--- config.mk ---
export PLATFORM = sky130hd
export DESIGN_NAME = lufnp_div
export DESIGN_NICKNAME = d
export VERILOG_FILES = /design/src/rtl/core/assert_macros.svh /design/src/rtl/core/lufnp_pkg.sv /design/src/rtl/core/lufnp_div.sv
export SDC_FILE = /design/constraint.sdc
export NUM_CORES = 1
export LEC_CHECK = 0
export ABC_AREA = 1
export BUFFER_PORTS_ARGS = -buffer_cell sky130_fd_sc_hd__clkbuf_2
export CAP_MARGIN = 20
export CORE_MARGIN = 4
export CORE_UTILIZATION = 55
export DETAILED_ROUTE_END_ITERATION = 10
export PLACE_DENSITY = 0.74
export REMOVE_ABC_BUFFERS = 1
export SLEW_MARGIN = 20
export SYNTH_ARGS = -nofsm -noshare
export SYNTH_HDL_FRONTEND = slang
export SYNTH_SLANG_ARGS = --single-unit
--- constraint.sdc ---
create_clock -name clk -period 4.9 [get_ports clk]
set_input_delay 0 -clock clk [delete_from_list [all_inputs] [get_ports clk]]
set_output_delay 0 -clock clk [all_outputs]
set_load 0.01 [all_outputs]
--- src/rtl/core/assert_macros.svh ---
// Assertion macros shared by the RTL. Synthesis builds define SYNTH to drop them.
`ifndef ASSERT_MACROS_SVH
`define ASSERT_MACROS_SVH

`ifndef SYNTH
// The property must hold at every clock edge outside reset.
`define LUFNP_CHECK(lbl, clk, rst, prop) \
  lbl: assert property (@(posedge clk) disable iff (rst) prop) \
    else $error("lufnp check failed");
// The expression must never be true outside reset.
`define LUFNP_NEVER(lbl, clk, rst, expr) \
  lbl: assert property (@(posedge clk) disable iff (rst) !(expr)) \
    else $error("lufnp forbidden condition");
`else
`define LUFNP_CHECK(lbl, clk, rst, prop)
`define LUFNP_NEVER(lbl, clk, rst, expr)
`endif

`endif

--- src/rtl/core/lufnp_pkg.sv ---
package lufnp_pkg;

  // Fixed field widths and number format.
  localparam int DATA_W    = 32;
  localparam int FRAC_W    = 24;
  localparam int OP_W      = 2;
  localparam int IDX_W     = 4;
  localparam int SIZE_W    = 5;
  localparam int STAT_W    = 2;
  localparam int QUO_W     = DATA_W + FRAC_W;
  localparam int MAX_N_DEF = 16;

  typedef enum logic [OP_W-1:0] {
    OP_WRITE  = 2'd0,
    OP_FACTOR = 2'd1,
    OP_READ   = 2'd2
  } opcode_t;

  typedef enum logic [STAT_W-1:0] {
    STAT_OK         = 2'd0,
    STAT_ZERO_PIVOT = 2'd1,
    STAT_SAT        = 2'd2
  } status_t;

  typedef enum logic [3:0] {
    ST_IDLE,
    ST_RD_WAIT,
    ST_PIV_RD,
    ST_PIV_LAT,
    ST_DIV_RD,
    ST_DIV_LAT,
    ST_DIV_RUN,
    ST_L_RD,
    ST_L_LAT,
    ST_U_RD,
    ST_A_RD,
    ST_MUL,
    ST_RND,
    ST_WB
  } state_t;

  // Divider status and result towards the sequencer.
  typedef struct packed {
    logic              busy;
    logic              done;
    logic              sat;
    logic [DATA_W-1:0] q;
  } div_res_t;

endpackage

--- src/rtl/core/lufnp_div.sv ---
// Radix-2 restoring divider for the Q8.24 multiplier a / d.
// One quotient bit per cycle; the rounded, saturated result is shown on done.
module lufnp_div (
  input  logic                                clk,
  input  logic                                rst,
  input  logic                                start,
  input  logic signed [lufnp_pkg::DATA_W-1:0] a,
  input  logic signed [lufnp_pkg::DATA_W-1:0] d,
  output lufnp_pkg::div_res_t                 res
);

  localparam int W  = lufnp_pkg::DATA_W;
  localparam int QW = lufnp_pkg::QUO_W;
  localparam int CW = $clog2(QW);

  logic          busy;
  logic          done;
  logic [CW-1:0] cnt;
  logic [QW-1:0] quo;
  logic [W-1:0]  rem;
  logic [W-1:0]  den;
  logic          neg;

  logic [W:0]    rem_sh;
  logic          ge;
  logic [W-1:0]  amag;
  logic [W-1:0]  dmag;
  logic          rnd;
  logic [QW:0]   qr;

  // Magnitudes of the operands.
  assign amag = a[W-1] ? W'(-a) : W'(a);
  assign dmag = d[W-1] ? W'(-d) : W'(d);

  // One restoring step.
  assign rem_sh = {rem, quo[QW-1]};
  assign ge     = rem_sh >= {1'b0, den};

  // Control: a fixed number of steps, then one cycle with the result.
  always_ff @(posedge clk) begin
    if (rst) begin
      busy <= 1'b0;
      done <= 1'b0;
      cnt  <= '0;
    end else begin
      done <= 1'b0;
      if (start) begin
        busy <= 1'b1;
        cnt  <= '0;
      end else if (busy) begin
        cnt <= cnt + 1'b1;
        if (cnt == CW'(QW - 1)) begin
          busy <= 1'b0;
          done <= 1'b1;
        end
      end
    end
  end

  // Datapath: numerator shifts out as quotient bits shift in.
  always_ff @(posedge clk) begin
    if (start) begin
      quo <= {amag, {lufnp_pkg::FRAC_W{1'b0}}};
      rem <= '0;
      den <= dmag;
      neg <= a[W-1] ^ d[W-1];
    end else if (busy) begin
      quo <= {quo[QW-2:0], ge};
      rem <= ge ? W'(rem_sh - {1'b0, den}) : rem_sh[W-1:0];
    end
  end

  // Round half away from zero, then apply the sign and saturate.
  assign rnd = {rem, 1'b0} >= {1'b0, den};
  assign qr  = {1'b0, quo} + (QW+1)'(rnd);

  always_comb begin
    res.busy = busy;
    res.done = done;
    res.sat  = 1'b0;
    res.q    = '0;
    if (!neg) begin
      if (qr > (QW+1)'({1'b0, {(W-1){1'b1}}})) begin
        res.sat = 1'b1;
        res.q   = {1'b0, {(W-1){1'b1}}};
      end else begin
        res.q = qr[W-1:0];
      end
    end else begin
      if (qr > (QW+1)'({1'b1, {(W-1){1'b0}}})) begin
        res.sat = 1'b1;
        res.q   = {1'b1, {(W-1){1'b0}}};
      end else begin
        res.q = W'(-qr[W-1:0]);
      end
    end
  end

endmodule

# Word-level counts from Yosys, hierarchy flattened
# Cells that the tools add are included.
# classes
addsub	6
n_mul	0
n_div	0
magnitude_cmp	4
n_eq_ne	1
shift	0
mux	14
n_bitwise	2
reduce_logical	3
# op_table
operator	n
$mux W32	4
$mux W56	2
$neg A32 Y32	3
$ge A33 B32 Y1	2
$add A56 B1 Y57	1
$gt A57 B31 Y1 const B	1
$gt A57 B32 Y1 const B	1
$mux W33	1
$sub A32 B32 Y32	1
$mux W31	1
$add A6 B1 Y6 const B	1
$eq A6 B6 Y1 const B	1
$mux W1	6
$reduce_or A3 Y1	1
$reduce_bool A2 Y1	1
$reduce_or A2 Y1	1
$not A1 Y1	1
$xor A1 B1 Y1	1
# word_totals
reg_bits	129
latch_bits	0
mem_bits_rw	0
mem_bits_ro	0
in_bits	67
output_inout_bits	35
word_cells	39
mem_count	0

# Longest topological paths before layout
# depth
depth_word	5
depth_mapped	30
ltp_nobuf	30

# Least setup slack after synthesis
# No wires, ideal clock.
# synth_timing
path_type	register to output
start	reg den[4]
end	out res[20] in the netlist's numbering
arrival_ns	3.596
required_time_ns	4.900
slack_ns	1.304
path_stages_with_launch	26
n_path_buf	0
path_cell_list	edfxtp_1 > inv_1 > ha_1 > a21o_1 > o21ai_0 > nand2_1 > nand2_1 > nand2_1 > a211oi_1 > o21ai_0 > ha_1 > ha_1 > inv_1 > ha_1 > nand2_1 > nor2_1 > nand3_1 > nor2_1 > nand3_1 > inv_2 > nand2_1 > o211ai_1 > nand2_1 > inv_1 > nand2_1 > nand2_1
# synth_lines
element	line	rtl
from (decl)	lufnp_div.sv:21	logic [W-1:0] den;
from (signal assigned)	lufnp_div.sv:65	den <= dmag;
to (decl)	lufnp_div.sv:9	output lufnp_pkg::div_res_t res

==> impl_metrics.prom <==
# TYPE chip_impl_metric gauge
chip_impl_metric{name="power-per-cell-area",unit="nW/um^2"} 226
chip_impl_metric{name="htreeDepth",unit=""} 4
chip_impl_metric{name="report.final.slew_viol_count",unit=""} 0
chip_impl_metric{name="row_count",unit=""} 53
chip_impl_metric{name="finClkSkew",unit="ns"} 0.0115
chip_impl_metric{name="cts_buffers",unit=""} 17
chip_impl_info{name="crit_path_start_kind",value="flop"} 1
chip_impl_metric{name="detail_route.wl_per_cell",unit="um"} 16.5
chip_impl_metric{name="drt-initial-drc-count",unit=""} 960
chip_impl_metric{name="place_hpwl",unit="um"} 29400
chip_impl_info{name="crit_slowest_cell",value="ha_2"} 1
chip_impl_metric{name="dpl_worst_slack",unit="ns"} 0.205
chip_impl_metric{name="synthCells",unit=""} 1924
chip_impl_metric{name="finalCritPeriodShare",unit="%"} 93.7
chip_impl_metric{name="report.final.hold_viol_count",unit=""} 1
chip_impl_metric{name="finalCoreUtilization",unit="%"} 66.8
chip_impl_metric{name="drv.max_cap_violation_count",unit=""} 0
chip_impl_info{name="routed.top_layer",value="met4"} 1
chip_impl_metric{name="max_stage_delay_on_crit_path",unit="ns"} 0.37
chip_impl_metric{name="maxSlewHeadroom",unit="%"} 46.5
chip_impl_metric{name="worst_ep_arrival_time",unit="ns"} 4.59
chip_impl_metric{name="final_area",unit="sq um"} 14100
chip_impl_info{name="ys_top_cells_by_area",value="nand2_1, edfxtp_1, dfxtp_1"} 1
chip_impl_metric{name="grt_overflow_total",unit=""} 0
chip_impl_info{name="yosys_most_used_dff",value="edfxtp_1"} 1
chip_impl_metric{name="worst_hold_path.num_cells",unit=""} 3
chip_impl_metric{name="port_buffers",unit=""} 101
chip_impl_metric{name="wl_met1",unit="um"} 16000
chip_impl_metric{name="worstMarginPinSlew",unit="ns"} 0.803
chip_impl_metric{name="drtAntennaViolNets",unit=""} 0
chip_impl_metric{name="finish.cell_count_without_fillers",unit=""} 2359
chip_impl_metric{name="synth-edff-count",unit=""} 65
chip_impl_info{name="crit_path_capture_type",value="primary output"} 1
chip_impl_metric{name="skew_pair_late_insertion_delay",unit="ns"} 0.43
chip_impl_metric{name="grt_first_pass_wirelength",unit="um"} 61200
chip_impl_metric{name="peakVddDrop",unit="mV"} 0.220
chip_impl_metric{name="reg2reg_depth",unit=""} 14
chip_impl_metric{name="critical_path_required_time",unit="ns"} 4.90
chip_impl_metric{name="fin_crit_period",unit="ns"} 4.59
chip_impl_info{name="crit_path_frequent_cell",value="nand2_1"} 1
chip_impl_metric{name="grt_start_max_net_pins",unit=""} 62
chip_impl_metric{name="numClockSinks",unit=""} 129
chip_impl_metric{name="core_region_area",unit="sq um"} 21200
chip_impl_metric{name="start_util",unit="%"} 56.1
chip_impl_metric{name="yosysWarningCount",unit=""} 0
chip_impl_info{name="tritoncts",value="built"} 1
chip_impl_metric{name="finalWorstSetupSlack",unit="ns"} 0.309
chip_impl_metric{name="final_net_count",unit=""} 2178
chip_impl_metric{name="syn_area",unit="sq um"} 11900
chip_impl_metric{name="grt_pass1_vias",unit=""} 12446
chip_impl_metric{name="place_inst",unit=""} 2266
chip_impl_metric{name="reg2reg_setup_slack",unit="ns"} 1.69
chip_impl_info{name="worstSetupPathType",value="reg -> out"} 1
chip_impl_metric{name="report.final.setup_viol",unit=""} 0
chip_impl_metric{name="syn_avg_cell_area",unit="sq um"} 6.17
chip_impl_metric{name="met3_length",unit="um"} 2070
chip_impl_metric{name="total_buffers_and_inverters_traversed_by_the_critical_path",unit=""} 2
chip_impl_metric{name="antenna_cells",unit=""} 0
chip_impl_metric{name="critical_path_cell_count",unit=""} 25
chip_impl_metric{name="power.static_leakage",unit="nW"} 6.43
chip_impl_metric{name="gr-usage-all-layers",unit="%"} 31.3
chip_impl_metric{name="drc",unit=""} 0
chip_impl_metric{name="yosysTopAreaCellShare",unit="%"} 18.5
chip_impl_metric{name="die_width",unit="um"} 155
chip_impl_info{name="synth_most_common_cell",value="nand2_1"} 1
chip_impl_metric{name="max-clock-path-buffers",unit=""} 2
chip_impl_metric{name="tns",unit="ns"} 0
chip_impl_metric{name="fillers",unit=""} 1980
chip_impl_metric{name="die_area",unit="sq um"} 24000
chip_impl_metric{name="synth_seq_area_share",unit="%"} 27.2
chip_impl_metric{name="grt_antenna_before_repair",unit=""} 0
chip_impl_info{name="outcome",value="finished, violations left"} 1
chip_impl_metric{name="clock_transition_time_at_the_flip_flop_clock_pins_of_the_worst_setup_and_hold_paths",unit="ns"} 0.06
chip_impl_metric{name="final_layout_size_suffix_gt1_share",unit="%"} 12.2
chip_impl_metric{name="boundaryPins",unit=""} 102
chip_impl_metric{name="hold-worst-slack",unit="ns"} -0.00128
chip_impl_metric{name="dr_wl_met2",unit="um"} 19200
chip_impl_info{name="synth.largest_area_cell",value="nand2_1"} 1
chip_impl_metric{name="synth_cell_types",unit=""} 47
chip_impl_info{name="clock_tree.root_cell",value="clkbuf_16"} 1
chip_impl_metric{name="synth-async-reset-ratio",unit="%"} 0
chip_impl_metric{name="die_height",unit="um"} 155
chip_impl_metric{name="timing.fmax",unit="MHz"} 218
chip_impl_info{name="crit_family",value="simple AND/OR/NAND/NOR gates"} 1
chip_impl_info{name="min_path_type",value="in -> reg"} 1
chip_impl_metric{name="drt-pass1-iter-count",unit=""} 6
chip_impl_metric{name="drt-total-wl",unit="um"} 39000
chip_impl_metric{name="post_drt_via_cell_ratio",unit=""} 5.57
chip_impl_metric{name="worst-path-max-fanout",unit=""} 7
chip_impl_metric{name="num_vias",unit=""} 13149
chip_impl_metric{name="synth-seq-cells",unit=""} 129
chip_impl_info{name="netlist_top_cells_count",value="nand2_1, nor2_1, inv_1, nand3_1, o21ai_0"} 1
chip_impl_info{name="violations",value="negative hold slack"} 1
chip_impl_metric{name="gpl.final_weighted_congestion",unit=""} 1.02
chip_impl_metric{name="placed_cell_area",unit="sq um"} 12600
chip_impl_metric{name="area_delta_synth_final",unit="%"} 19.0
[layer usage]
metal / track usage, % / vias up
li1: - / 6588
met1: 37.8 / 5938
met2: 56.0 / 487
met3: 3.56 / 136
met4: 14.2 / 0
met5: 0 / -
[cells in the final DEF (no fill, tap or decap), drive strengths merged, types with 24 or more instances in the layout]
master / instances
o22ai: 47
a21oi: 87
nor2: 286
edfxtp: 65
nand3: 134
dlygate4sd3: 51
ha: 39
nand4: 27
xnor2: 24
nand2: 599
o21ai: 95
clkbuf: 119
dfxtp: 64
inv: 254
nor3: 54
xor2: 55
[worst register-to-register path, cell delays in order, from the launching register on]
cell and delay (ns):
edfxtp_1 0.46, inv_1 0.11, ha_1 0.27, fa_1 0.43, o21ai_0 0.62, nand2_1 0.13
nand2_1 0.14, nand2_1 0.10, nand2_1 0.15, nand2_1 0.08, o211ai_1 0.15, xnor2_1 0.16
nand2_1 0.08, o211ai_1 0.12, nand2_1 0.08
[flip-flops by register name, summed over array words and instances, names as in the netlist]
signal,cells
cnt,6
done,1
den,32
quo,56
busy,1
neg,1
rem,32
[logic make-up after synthesis]
group,after synthesis,share of synthesized area (%)
simple gates,1114,40.0
buf+inv,291,9.56
compound gates,271,12.8
flops,129,27.2
xor+xnor,79,6.08
fa+ha+maj,40,4.28
[area by class of cell]
cell class / count / area (sq um) / area share (%)
clock buffers: 18 / 450 / 3.19
clock inverters: 14 / 140 / 0.992
inverters: 247 / 927 / 6.56
multi-input cells: 1510 / 7900 / 55.9
flip-flops and latches: 129 / 3230 / 22.9
well taps: 275 / 344 / 2.44
repair buffers: 166 / 1130 / 8.03
[through the flow]
stage,total power [W],hold slack [ns]
after detailed placement,0.00185,0.235
after global placement,0.00184,0.237
after global routing,0.00333,0.0117
after CTS,0.00318,0.00369
after floorplan,0.00164,0.0989
final,0.00320,-0.00128
[what timing repair did]
item                       4_1_cts  5_1_grt
hold endpoints to repair        58        1
resized for setup                9       65
cloned                           1        5
setup endpoints to repair       33       33
buffers inserted                 0        4
pin swaps                        2       16
hold buffers                    50        1
[final timing paths]
| kind | from | end |
|---|---|---|
| worst max-delay path | den[20] | res[20] |
| worst min-delay path | a[24] | quo[48] |
| worst max register to register | quo[55] | rem[26] |
| worst min register to register | cnt[5] | cnt[5] |
[power breakdown]
part           internal [W]  switching, W
Clock              0.000744      0.000559
Sequential          0.00121     0.0000470
Combinational      0.000225      0.000416
Total               0.00218       0.00102
(Power assumes the default switching activity.)
